--- config.mk ---
export PLATFORM = sky130hd
export DESIGN_NAME = debounced_quadrature_step_decoder_unit
export DESIGN_NICKNAME = d
export VERILOG_FILES = /design/src/hw/rtl/dqsd_pkg.sv /design/src/hw/rtl/dqsd_next.sv /design/src/hw/rtl/debounced_quadrature_step_decoder_unit.sv
export SDC_FILE = /design/constraint.sdc
export NUM_CORES = 1
export LEC_CHECK = 0
export BUFFER_PORTS_ARGS = -buffer_cell sky130_fd_sc_hd__buf_4
export CAP_MARGIN = 20
export CORE_ASPECT_RATIO = 1.2
export CORE_MARGIN = 1.5
export CORE_UTILIZATION = 55
export DETAILED_ROUTE_END_ITERATION = 8
export PLACE_DENSITY = 0.85
export SYNTH_ARGS = -nofsm -noshare
export SYNTH_HDL_FRONTEND = slang
export SYNTH_SLANG_ARGS = --single-unit
--- constraint.sdc ---
create_clock -name clk -period 11.6 [get_ports clk]
set_input_delay 2.32 -clock clk [delete_from_list [all_inputs] [get_ports clk]]
set_output_delay 2.32 -clock clk [all_outputs]
set_load 0.01 [all_outputs]
--- src/hw/rtl/dqsd_pkg.sv ---
`default_nettype none
// ----------------------------------------------------------------------------
// dqsd_pkg
// Types and codes shared by the debounced quadrature step decoder.
// ----------------------------------------------------------------------------
package dqsd_pkg;

	localparam int unsigned POS_W   = 16;
	localparam int unsigned STATE_W = 3;
	localparam int unsigned COUNT_W = 8;
	localparam int unsigned STEP_W  = 2;

	localparam logic [POS_W-1:0] POS_MAX = 16'hffff;

	localparam logic [COUNT_W-1:0] DEBOUNCE_LIMIT_RESET = 8'd8;

	localparam logic OP_SAMPLE = 1'b0;
	localparam logic OP_LOAD   = 1'b1;

	localparam logic [STATE_W-1:0] ST_WAIT       = 3'd0;
	localparam logic [STATE_W-1:0] ST_WAIT_ASTAB = 3'd1;
	localparam logic [STATE_W-1:0] ST_WAIT_BSTAB = 3'd2;
	localparam logic [STATE_W-1:0] ST_WAIT_A     = 3'd3;
	localparam logic [STATE_W-1:0] ST_WAIT_B     = 3'd4;
	localparam logic [STATE_W-1:0] ST_CW_DONE    = 3'd5;
	localparam logic [STATE_W-1:0] ST_CCW_DONE   = 3'd6;

	localparam logic [STEP_W-1:0] STEP_NONE = 2'd0;
	localparam logic [STEP_W-1:0] STEP_CW   = 2'd1;
	localparam logic [STEP_W-1:0] STEP_CCW  = 2'd2;

	localparam int unsigned REG_DEBOUNCE_LIMIT = 0;

	typedef struct packed {
		logic             opcode;
		logic             pin_a_level;
		logic             pin_b_level;
		logic [POS_W-1:0] new_position;
	} sample_t;

	typedef struct packed {
		logic [POS_W-1:0]   position;
		logic [STATE_W-1:0] fsm_state;
		logic [STEP_W-1:0]  step_taken;
	} report_t;

	typedef struct packed {
		logic [STATE_W-1:0] state;
		logic [COUNT_W-1:0] count;
		logic [POS_W-1:0]   position;
	} dec_state_t;

endpackage
`default_nettype wire

--- src/hw/rtl/dqsd_next.sv ---
`default_nettype none
// ----------------------------------------------------------------------------
// dqsd_next
// Next-state and report logic for one word: position load, debounce, step
// detection and saturating position update.
// ----------------------------------------------------------------------------
module dqsd_next (
	input  wire  dqsd_pkg::dec_state_t          cur,
	input  wire  logic [dqsd_pkg::COUNT_W-1:0]  limit,
	input  wire  dqsd_pkg::sample_t             item,
	output dqsd_pkg::dec_state_t                nxt,
	output dqsd_pkg::report_t                   rpt
);

	always_comb begin
		logic                         a;
		logic                         b;
		logic [dqsd_pkg::STATE_W-1:0] st;
		logic [dqsd_pkg::COUNT_W-1:0] cnt;
		logic [dqsd_pkg::POS_W-1:0]   pos;
		logic [dqsd_pkg::STEP_W-1:0]  step;

		a    = ~item.pin_a_level;
		b    = ~item.pin_b_level;
		st   = cur.state;
		cnt  = cur.count;
		pos  = cur.position;
		step = dqsd_pkg::STEP_NONE;

		if (item.opcode == dqsd_pkg::OP_LOAD) begin
			pos = item.new_position;
		end else begin
			if (!a && !b) begin
				st  = dqsd_pkg::ST_WAIT;
				cnt = '0;
			end
			if (st == dqsd_pkg::ST_WAIT) begin
				if (a && !b)
					st = dqsd_pkg::ST_WAIT_ASTAB;
				else if (!a && b)
					st = dqsd_pkg::ST_WAIT_BSTAB;
			end
			if (st == dqsd_pkg::ST_WAIT_ASTAB) begin
				if (cnt < limit)
					cnt = cnt + 1'b1;
				else
					st = (a && !b) ? dqsd_pkg::ST_WAIT_B : dqsd_pkg::ST_WAIT;
			end
			if (st == dqsd_pkg::ST_WAIT_BSTAB) begin
				if (cnt < limit)
					cnt = cnt + 1'b1;
				else
					st = (!a && b) ? dqsd_pkg::ST_WAIT_A : dqsd_pkg::ST_WAIT;
			end
			if (st == dqsd_pkg::ST_WAIT_A && a && b) begin
				st   = dqsd_pkg::ST_CCW_DONE;
				step = dqsd_pkg::STEP_CCW;
				if (pos != '0)
					pos = pos - 1'b1;
			end
			if (st == dqsd_pkg::ST_WAIT_B && a && b) begin
				st   = dqsd_pkg::ST_CW_DONE;
				step = dqsd_pkg::STEP_CW;
				if (pos != dqsd_pkg::POS_MAX)
					pos = pos + 1'b1;
			end
		end

		nxt.state      = st;
		nxt.count      = cnt;
		nxt.position   = pos;
		rpt.position   = pos;
		rpt.fsm_state  = st;
		rpt.step_taken = step;
	end

endmodule
`default_nettype wire

--- src/hw/rtl/debounced_quadrature_step_decoder_unit.sv ---
`default_nettype none
// ----------------------------------------------------------------------------
// debounced_quadrature_step_decoder_unit
// Debounced decoder for a two-pin quadrature encoder with a loadable,
// saturating 16-bit position and an APB-style register port.
// ----------------------------------------------------------------------------
//  Channel   Handshake                     Word
//  sample    sample_valid / sample_ready   sample_t (opcode, pins, position)
//  report    report_valid / report_ready   report_t (position, state, step)
//  config    psel / penable / pwrite       debounce_limit at byte address 0
//
//  A word is registered on acceptance and its report is registered once the report side advances.
//  One word is accepted every cycle while the report side keeps taking words.
//  The rate is set by the combinational next-state logic of the decoder.
//  Reset clears the decoder state, count and position and sets the limit to 8.
//  A stalled report holds both pipeline registers; nothing is dropped.
// ----------------------------------------------------------------------------
module debounced_quadrature_step_decoder_unit (
	input  wire  logic              clk,
	input  wire  logic              arst_n,
	input  wire  logic              sample_valid,
	output logic                    sample_ready,
	input  wire  dqsd_pkg::sample_t sample,
	output logic                    report_valid,
	input  wire  logic              report_ready,
	output dqsd_pkg::report_t       report,
	input  wire  logic              psel,
	input  wire  logic              penable,
	input  wire  logic              pwrite,
	input  wire  logic [2:0]        paddr,
	input  wire  logic [31:0]       pwdata,
	output logic [31:0]             prdata,
	output logic                    pready
);

	logic                         item_valid_s1;
	dqsd_pkg::sample_t            item_s1;
	dqsd_pkg::dec_state_t         dec_q;
	dqsd_pkg::dec_state_t         dec_next;
	dqsd_pkg::report_t            rpt_next;
	logic [dqsd_pkg::COUNT_W-1:0] limit_q;
	logic                         advance;
	logic                         fire;
	logic                         reg_sel;

	assign reg_sel      = (paddr[2] == 1'(dqsd_pkg::REG_DEBOUNCE_LIMIT));
	assign pready       = 1'b1;
	assign prdata       = reg_sel ? {24'd0, limit_q} : 32'd0;

	assign advance      = !report_valid || report_ready;
	assign fire         = item_valid_s1 && advance;
	assign sample_ready = !item_valid_s1 || advance;

	always_ff @(posedge clk or negedge arst_n) begin
		if (!arst_n) begin
			limit_q <= dqsd_pkg::DEBOUNCE_LIMIT_RESET;
		end else if (psel && penable && pwrite && reg_sel) begin
			limit_q <= pwdata[dqsd_pkg::COUNT_W-1:0];
		end
	end

	always_ff @(posedge clk or negedge arst_n) begin
		if (!arst_n) begin
			item_valid_s1 <= 1'b0;
		end else if (sample_ready) begin
			item_valid_s1 <= sample_valid;
		end
	end

	always_ff @(posedge clk) begin
		if (sample_ready && sample_valid)
			item_s1 <= sample;
	end

	dqsd_next u_next (
		.cur   (dec_q),
		.limit (limit_q),
		.item  (item_s1),
		.nxt   (dec_next),
		.rpt   (rpt_next)
	);

	always_ff @(posedge clk or negedge arst_n) begin
		if (!arst_n) begin
			dec_q.state    <= dqsd_pkg::ST_WAIT;
			dec_q.count    <= '0;
			dec_q.position <= '0;
			report_valid   <= 1'b0;
		end else begin
			if (fire)
				dec_q <= dec_next;
			if (advance)
				report_valid <= item_valid_s1;
		end
	end

	always_ff @(posedge clk) begin
		if (fire)
			report <= rpt_next;
	end

	a_cw_state: assert property (@(posedge clk) disable iff (!arst_n)
		report_valid && report.step_taken == dqsd_pkg::STEP_CW
		|-> report.fsm_state == dqsd_pkg::ST_CW_DONE)
		else $error("clockwise step reported outside cw done");

	a_ccw_state: assert property (@(posedge clk) disable iff (!arst_n)
		report_valid && report.step_taken == dqsd_pkg::STEP_CCW
		|-> report.fsm_state == dqsd_pkg::ST_CCW_DONE)
		else $error("counter-clockwise step reported outside ccw done");

	a_load: assert property (@(posedge clk) disable iff (!arst_n)
		fire && item_s1.opcode == dqsd_pkg::OP_LOAD
		|=> report.position == $past(item_s1.new_position)
			&& report.step_taken == dqsd_pkg::STEP_NONE)
		else $error("load word did not report the loaded position");

	a_idle_pins: assert property (@(posedge clk) disable iff (!arst_n)
		fire && item_s1.opcode == dqsd_pkg::OP_SAMPLE
			&& item_s1.pin_a_level && item_s1.pin_b_level
		|=> dec_q.count == '0 && dec_q.state == dqsd_pkg::ST_WAIT)
		else $error("inactive pins did not return the decoder to wait");

	a_report_pos: assert property (@(posedge clk) disable iff (!arst_n)
		$past(fire) |-> report.position == dec_q.position)
		else $error("reported position differs from the stored position");

endmodule
`default_nettype wire

==> out/qor.yml, run 1 <==
timing:
  timing.setup.tns_ps: 0
  setup_viol: 0
  fin_skew_ps: 4.52
  fin_crit_sh_pct: 44.1
  final_max_slew_viol_count: 0
  fmax_ghz: 0.196
  finalHoldViolations: 0
  worst_slew_margin_rel_pct: 42.7
  worst_slew_pin_slew_ps: 857
  period_needed_ps: 5110
  rsz0062_at_grt: "no"
layout:
  area_growth_pct: 12.6
  antennaDiodeCount: 0
  stdcell_count: 738
  final_cell_mix: "67 x buf_4, 55 x nand2_1, 40 x nor2_1, 40 x edfxtp_1, 36 x dfrtp_1"
  fillCellCount: 794
  drive_above_1_share_pct: 21.0
  finish.utilization_pct: 63.9
  layout_commonest_cell: "buf_4"
  multiInputGateArea_mm2: 0.00291
  regArea_mm2: 0.00213
  layout.nets: 690
drt:
  wl_met2_mm: 7.15
  wl_met1_mm: 5.00
  top_layer_used: "met4"
  firstDrtPassIters: 4
  post_drt_wl_per_cell_um: 17.8
  vias_per_cell: 5.99
  drc: 0
  vias: 4421
  drt.antenna.violating_nets: 0
  wl_met3_um: 520
  drt_iter0_drc: 267
  totalWireLength_mm: 13.2
worst_setup_path:
  cp_top_family: "buffers and inverters"
  cp_slowest_cell: "nand3b_1"
  crit_fanout: 3
  worstPathCellList: "buf_4 -> nand3b_1 -> buf_4"
  max_stage_delay_ps: 190
  critPathLaunchType: "primary input"
  cpMostUsedCell: "buf_4"
  path_class: "primary input to output pin"
  cp_num_buf_inv: 2
  cp.required_ps: 9280
  cp-end-kind: "output pin"
  critPathArrivalTime_ps: 2790
global_route:
  grtUsageTotal_pct: 25.8
  overflow: 0
  grt_max_degree: 44
  antenna_found_initial: 0
  grt_pass1_vias: 4360
  grt_pass1_wl_mm: 20.9
synth:
  synth_warnings: 0
  synth_flop_cell: "edfxtp_1"
  synth_edf_count: 40
  syn_area_mm2: 0.00540
  synth.avg_cell_area_um2: 9.58
  synth_cells: 564
  synth_cell_type_count: 86
  ys_ff_latch: 77
  synthArstFlopShare_pct: 48.1
  ys_seq_area_share_pct: 39.4
floorplanning:
  fp-row-count: 39
  die_y_um: 112
  io_pins: 117
  die_x_um: 93.5
  start_util_pct: 56.8
  dieArea_mm2: 0.0104
  core_mm2: 0.00952
clocking:
  ctsHoldBuffers: 0
  clk_latency_ps: 340
  cts_buffers: 9
  cts_resized: 0
  path_clk_slew_ps: 60
  postCtsSetupBuffers: 0
  htree_num_levels: 3
  cts_sinks: 77
  cts_buffer_depth: 2
  ctsRootBufferMaster: "clkbuf_16"
  cts_tree: "done"
placed_design:
  gp_congestion: 0.949
  hpwl_mm: 9.51
  post-place-cells: 722
  port_buffers: 65
pwr:
  peakVddDrop_v: 0.0000795
  power_density_mw_per_mm2: 160
  power_leakage_nw: 2.46
outcome:
  status: "completed"
flow_run:
  max_cap_viol_count: 0
hold_path:
  hold_class: "flip-flop to flip-flop"
cell type report:
cell class              count  area share (%)
multi-input cells         439            47.8
repair buffers             68            8.72
clock buffers              10            3.76
inverters                  16           0.987
well taps                 123            2.53
flip-flops and latches     77            35.0
clock inverters             5            1.25
cell usage after synthesis, types with 8 or more instances:
cell type	n	share of area [%]
clkbuf_1	13	0.90
xnor2_1	17	2.8
mux2_2	15	3.1
nor2_1	40	2.8
nand2_1	55	3.8
nor3_1	20	1.9
inv_1	16	1.1
o21ai_0	30	2.8
xor2_1	12	1.9
edfxtp_1	40	22
dfrtp_1	36	17
buf_4	26	3.6
or3_1	8	0.93
and2_1	14	1.6
ha_1	18	4.2
nand3_1	22	2.0
a21oi_1	21	1.9
nand4_1	9	1.0
kinds of logic after synthesis:
| logic type | Yosys count | share of synthesized area (%) |
|---|---|---|
| other | 2 | 0.139 |
| flip-flops | 77 | 39.4 |
| adder cells (fa/ha/maj) | 18 | 4.17 |
| buffers and inverters | 71 | 8.41 |
| multiplexers | 18 | 3.68 |
| XOR/XNOR | 29 | 4.70 |
| AND/OR/NAND/NOR | 231 | 23.9 |
| AO/OA/AOI/OAI | 118 | 15.6 |
where the power goes:
group | switching (mW) | internal (mW)
Clock | 0.110 | 0.186
Sequential | 0.0586 | 0.336
Combinational | 0.156 | 0.124
tightest hold or removal path, delay by kind of cell (launching register included):
kind | cells | cell delay, ps
flops | 1 | 360
compound gates | 1 | 60
simple gates | 1 | 50
worst paths after layout:
path / from / end / slack [ps] / cells after the start
max: report_ready / sample_ready / 6490 / 3
min: dec_q[17] / dec_q[17] / 510 / 2
max reg2reg: item_s1[17] / dec_q[23] / 6590 / 15
min reg2reg: dec_q[17] / dec_q[17] / 510 / 2
max in group asynchronous: arst_n / dec_q[13] / 9260 / 1
min in group asynchronous: arst_n / dec_q[6] / 1960 / 1
per-layer routing:
layer / track usage, % / up-vias
met5: 0 / -
met4: 13.9 / 0
met3: 4.51 / 40
met2: 46.6 / 156
met1: 28.1 / 2117
li1: - / 2108
stage by stage:
stage	hold WS [ps]	area, um2	power [mW]	setup WS, ps
after floorplan	455	5490	0.607	6600
after global placement	473	5750	0.660	6510
after detailed placement	491	5750	0.673	6490
after CTS	510	6060	0.968	6480
after global routing	512	6080	1.02	6280
final	509	6080	0.970	6490
registers in the layout, summed over array words and instances, names as in the netlist:
name           cells
dec_q             27
item_s1           19
item_valid_s1      1
limit_q            8
report            21
report_valid       1
No activity file was read; power rests on OpenSTA's default activity.
==> run 2, diff against run 1 <==
- ABC_AREA: unset -> 1
- CORE_UTILIZATION: 55 -> 50
- PLACE_DENSITY: 0.85 -> 0.81
- clock period: 11.6 -> 4.3 ns (I/O delays scaled with it)
==> out/qor.yml, run 2 <==
worst_setup_path:
  cp-end-kind: "flip-flop"
  crit_fanout: 7
  cp_num_buf_inv: 3
  cp_top_family: "simple AND/OR/NAND/NOR gates"
  cp_slowest_cell: "edfxtp_1"
  cpMostUsedCell: "nand2_1"
  critPathArrivalTime_ps: 5050
  max_stage_delay_ps: 430
  critPathLaunchType: "flip-flop"
  cp.required_ps: 4560
  path_class: "flip-flop to flip-flop"
synth:
  synth_cell_type_count: 43
  synth_cells: 691
  synth_warnings: 0
  yosysTopAreaCellShare_pct: 22.8
  synthTopCellsByArea: "edfxtp_1 23%, dfrtp_1 17%, nand2_1 14%"
  synth_top_family_by_area: "simple AND/OR/NAND/NOR gates"
  syn_area_mm2: 0.00527
  synthXorXnorAreaFrac_pct: 3.65
  synthMuxAreaShare_pct: 0
  synth.avg_cell_area_um2: 7.63
  synth_compound_area_share_pct: 6.33
  synth_most_common_cell: "nand2_1"
  yosys.area_share.simple_pct: 34.4
  ys_ff_latch: 77
  synth_fa_ha_area_share_pct: 4.27
  synth_flop_cell: "edfxtp_1"
  synth_edf_count: 40
  ys_seq_area_share_pct: 40.4
  yosysTopAreaCell: "edfxtp_1"
  synthArstFlopShare_pct: 48.1
  ys_top_cells_by_count: "193 x nand2_1, 79 x inv_1, 68 x nor2_1"
clocking:
  ctsHoldBuffers: 0
  cts_tree: "done"
  ctsRootBufferMaster: "clkbuf_16"
  htree_num_levels: 3
  clk_latency_ps: 350
  cts_sinks: 77
  cts_buffer_depth: 2
  path_clk_slew_ps: 70
  cts_buffers: 9
floorplanning:
  io_pins: 117
  core_mm2: 0.0102
  dieArea_mm2: 0.0112
  die_x_um: 96.8
  fp-row-count: 40
  die_y_um: 116
  start_util_pct: 51.9
timing:
  fin_skew_ps: 11.8
  worst_slack_ps: -489
  worst_slew_pin_slew_ps: 773
  final_max_slew_viol_count: 0
  finalHoldViolations: 0
  worst_slew_margin_rel_pct: 48.1
  timing.setup.tns_ps: -12120
  fin_hold_ws_ps: 484
  rsz0062_at_grt: "yes"
  setup_viol: 35
  fmax_ghz: 0.209
  period_needed_ps: 4790
  fin_crit_sh_pct: 111
layout:
  largest_reg_flops: 27
  antennaDiodeCount: 0
  layout.nets: 947
  layout_commonest_cell: "buf_4"
  reg.largest.list: "dec_q x27, report x21, item_s1 x19"
  drive_above_1_share_pct: 36.0
  area_growth_pct: 38.9
  stdcell_count: 999
  finish.utilization_pct: 72.1
  final_cell_mix: "174 x buf_4, 170 x nand2_1, 73 x inv_1, 52 x nor2_1, 44 x nand3_1"
  top_register: "dec_q"
global_route:
  antenna_found_initial: 0
  grtUsageTotal_pct: 27.5
  grt_max_degree: 38
  grt_pass1_vias: 5407
  grt_pass1_wl_mm: 24.5
  overflow: 0
drt:
  vias: 5495
  drt.antenna.violating_nets: 0
  drc: 0
  post_drt_wl_per_cell_um: 16.0
  firstDrtPassIters: 5
  totalWireLength_mm: 16.0
  drt_iter0_drc: 441
  vias_per_cell: 5.50
hold_path:
  hold_class: "primary input to asynchronous set/reset pin"
outcome:
  status: "finished, violations left"
  violations: "negative setup slack"
placed_design:
  post-place-cells: 956
  hpwl_mm: 10.8
  port_buffers: 65
  gp_congestion: 0.914
pwr:
  peakVddDrop_v: 0.000363
  power_leakage_nw: 3.70
  p_total_mw: 3.63
  power_density_mw_per_mm2: 496
flow_run:
  max_cap_viol_count: 0
## run 2: changes by cell type in the layout (fill, tap and decap cells not counted), moves of 13 or more
cell     change
nand2_1    +115
buf_4      +107
inv_1       +57
nand2_2     +34
nand3_1     +22
mux2_2      -15
nand4_1     +14
nor3_1      -14
o21ai_0     -14
and2_1      -13
nor2_4      +13
## run 2: routing by layer
| metal | wire length (um) | track usage (%) |
|---|---|---|
| met3 | 954 | 5.25 |
| met5 | 0 | 0 |
| met2 | 8390 | 50.9 |
| met1 | 5880 | 29.9 |
| met4 | 724 | 14.6 |
## run 2: timing repair
action                     in CTS  in global routing
buffers inserted               13                 11
cloned                          2                  1
setup endpoints to repair      36                 42
resized for setup              40                 34
pin swaps                      17                 24
## run 2: kinds of logic (layout without fill, tap and decap cells)
group | count (synthesis) | in the layout
buffers and inverters | 122 | 278
flip-flops | 77 | 77
AND/OR/NAND/NOR | 393 | 396
XOR/XNOR | 22 | 22
other | 2 | 25
AO/OA/AOI/OAI | 57 | 57
adder cells (fa/ha/maj) | 18 | 18
## run 2: worst paths after layout
| check | cells past startpoint | from | end | slack, ps |
|---|---|---|---|---|
| hold reg to reg | 2 | dec_q[20] | dec_q[20] | 510 |
| setup reg to reg | 31 | item_s1[17] | dec_q[1] | -490 |
| setup / recovery | 31 | item_s1[17] | dec_q[1] | -490 |
| min in group clk | 2 | dec_q[20] | dec_q[20] | 510 |
| max in group asynchronous | 1 | arst_n | limit_q[3] | 3450 |
| hold / removal | 1 | arst_n | limit_q[7] | 480 |
## run 2: area by class of cell
type,count,area (um2)
repair buffers,181,1400
fillers,658,2840
inverters,81,319
clock buffers,10,229
well taps,126,158
clock inverters,6,40.0
multi-input cells,518,3050
flip-flops and latches,77,2130
## run 2: metrics by stage
stage                     worst slack (ps)  instance area (um2)
after floorplan                      -58.3                 5520
after global placement                -362                 6580
after detailed placement              -518                 6580
after CTS                             -478                 7120
after global routing                  -729                 7320
final                                 -489                 7320
## run 2: power by group
group | internal [mW] | leakage [nW] | switching, mW
Combinational | 0.776 | 2.72 | 1.05
Clock | 0.391 | 0.133 | 0.329
Sequential | 0.950 | 0.843 | 0.127
Total | 2.12 | 3.70 | 1.51
==> run 3, diff against run 2 <==
- BUFFER_PORTS_ARGS: -buffer_cell sky130_fd_sc_hd__buf_4 -> -buffer_cell sky130_fd_sc_hd__buf_2
- CORE_MARGIN: 1.5 -> 5
==> out/qor.yml, run 3 (same netlist as run 2, synthesis figures left out) <==
outcome:
  status: "finished, violations left"
  violations: "negative setup slack"
pwr:
  peakVddDrop_v: 0.000379
  p_total_mw: 3.61
  power_frac_seq_pct: 29.8
  power_density_mw_per_mm2: 502
  switching_share_pct: 41.3
  power.switching_mw: 1.49
  p_clk_share_pct: 20.2
  p_comb_share_pct: 50.0
  power_leakage_nw: 3.66
  p_int_mw: 2.12
layout:
  layout.nets: 953
  final_cell_mix: "175 x nand2_1, 116 x buf_4, 73 x inv_1, 65 x buf_2, 51 x nor2_1"
  reg.largest.list: "dec_q x27, report x21, item_s1 x19"
  largest_reg_flops: 27
  top_register: "dec_q"
  fillCellCount: 722
  antennaDiodeCount: 0
  drive_above_1_share_pct: 35.8
  area_growth_pct: 36.4
  layout_commonest_cell: "nand2_1"
timing:
  setup_viol: 40
  worst_slew_pin_slew_ps: 1010
  fmax_ghz: 0.199
  fin_hold_ws_ps: 530
  rsz0062_at_grt: "yes"
  worst_slack_ps: -717
  fin_skew_ps: 8.08
  finalHoldViolations: 0
  period_needed_ps: 5020
  fin_crit_sh_pct: 117
  worst_slew_margin_rel_pct: 32.8
  final_max_slew_viol_count: 0
floorplanning:
  start_util_pct: 50.6
  die_x_um: 104
  dieArea_mm2: 0.0127
  die_y_um: 123
  fp-row-count: 41
  io_pins: 117
  core_mm2: 0.0104
drt:
  firstDrtPassIters: 5
  vias: 5481
  drt_iter0_drc: 445
  drt.antenna.violating_nets: 0
  drc: 0
  vias_per_cell: 5.44
  post_drt_wl_per_cell_um: 15.9
  totalWireLength_mm: 16.0
flow_run:
  max_cap_viol_count: 0
worst_setup_path:
  cp-end-kind: "flip-flop"
  r2r-start: "item_s1[17]"
  cp_num_buf_inv: 2
  critPathArrivalTime_ps: 5100
  cp_slowest_cell: "edfxtp_1"
  cp_top_family: "simple AND/OR/NAND/NOR gates"
  crit_cells: 30
  max_stage_delay_ps: 430
  rrSetupSlack_ps: -720
  cp.required_ps: 4390
  reg2reg_to: "report[16]"
  crit_fanout: 8
  critPathLaunchType: "flip-flop"
  path_class: "flip-flop to flip-flop"
  r2r_cells: 30
  worstSetupEndpoint: "report[16]"
  crit_path_start: "item_s1[17]"
clocking:
  cts_sinks: 77
  clk_latency_ps: 350
  ctsRootBufferMaster: "clkbuf_16"
  ctsHoldBuffers: 0
  htree_num_levels: 3
  path_clk_slew_ps: 60
  cts_tree: "done"
  cts_buffers: 9
  cts_buffer_depth: 2
placed_design:
  port_buffers: 65
  hpwl_mm: 10.2
  gp_congestion: 0.927
hold_path:
  whs_path_depth: 2
  hold_class: "flip-flop to flip-flop"
global_route:
  overflow: 0
  grtUsageTotal_pct: 23.4
  grt_pass1_vias: 5188
  antenna_found_initial: 0
  grt_max_degree: 38
  grt_pass1_wl_mm: 24.0
==> run 3: power groups by stage <==
| stage | clock, mW | combinational [mW] | sequential [mW] |
|---|---|---|---|
| CTS | 0.737 | 1.65 | 1.07 |
| global placement | 0 | 1.48 | 1.08 |
| detailed placement | 0 | 1.53 | 1.08 |
| global route | 0.774 | 1.98 | 1.09 |
| floorplan | 0 | 0.970 | 1.06 |
| finish | 0.730 | 1.80 | 1.08 |
==> run 3: final cells by class <==
cell class / instances / area, um2 / share of cell area, %
clock buffer: 9 / 225 / 3.13
clock inverter: 7 / 56.3 / 0.783
inverter: 81 / 314 / 4.37
multi-input combinational: 518 / 3020 / 42.0
sequential: 77 / 2130 / 29.6
tap: 129 / 161 / 2.24
timing repair buffer: 187 / 1280 / 17.9
==> run 3: metrics by stage <==
step	area, um2	setup TNS, ps	worst slack [ps]	instances	utilization [%]
2_1_floorplan	5520	-182	-58.3	714	-
3_3_place_gp	6440	-8800	-358	961	61.8
3_5_place_dp	6440	-12220	-461	961	61.8
4_1_cts	7000	-11210	-384	999	67.3
5_1_grt	7190	-33600	-986	1008	69.1
6_report	7190	-21860	-717	1008	69.1
==> run 3: worst min-delay path: stages (launching register included) <==
cell	delay, ps
dfrtp_1	380
nand2_1	60
o21ai_0	60
==> run 3: per-layer routing <==
layer | up-vias | share of wire, % | global-route usage, %
met5 | - | 0 | 0
met4 | 0 | 5.9 | 11.4
met3 | 85 | 7.4 | 5.26
met2 | 296 | 49 | 41.3
met1 | 2532 | 37 | 26.9
li1 | 2568 | - | -
==> run 3: worst min path at each step <==
stage | endpoint | startpoint
5_1_grt | dec_q[23] | dec_q[23]
4_1_cts | dec_q[23] | dec_q[23]
3_3_place_gp | dec_q[20] | dec_q[20]
6_report | dec_q[20] | dec_q[20]
2_1_floorplan | dec_q[20] | dec_q[20]
3_5_place_dp | dec_q[23] | dec_q[23]
==> run 3: repair_timing <==
item                                    in CTS  in global routing
endpoints found under the setup margin      35                 42
pin swaps                                   27                 27
cloned                                       3                  1
setup buffers                               19                  8
resized for setup                           35                 26
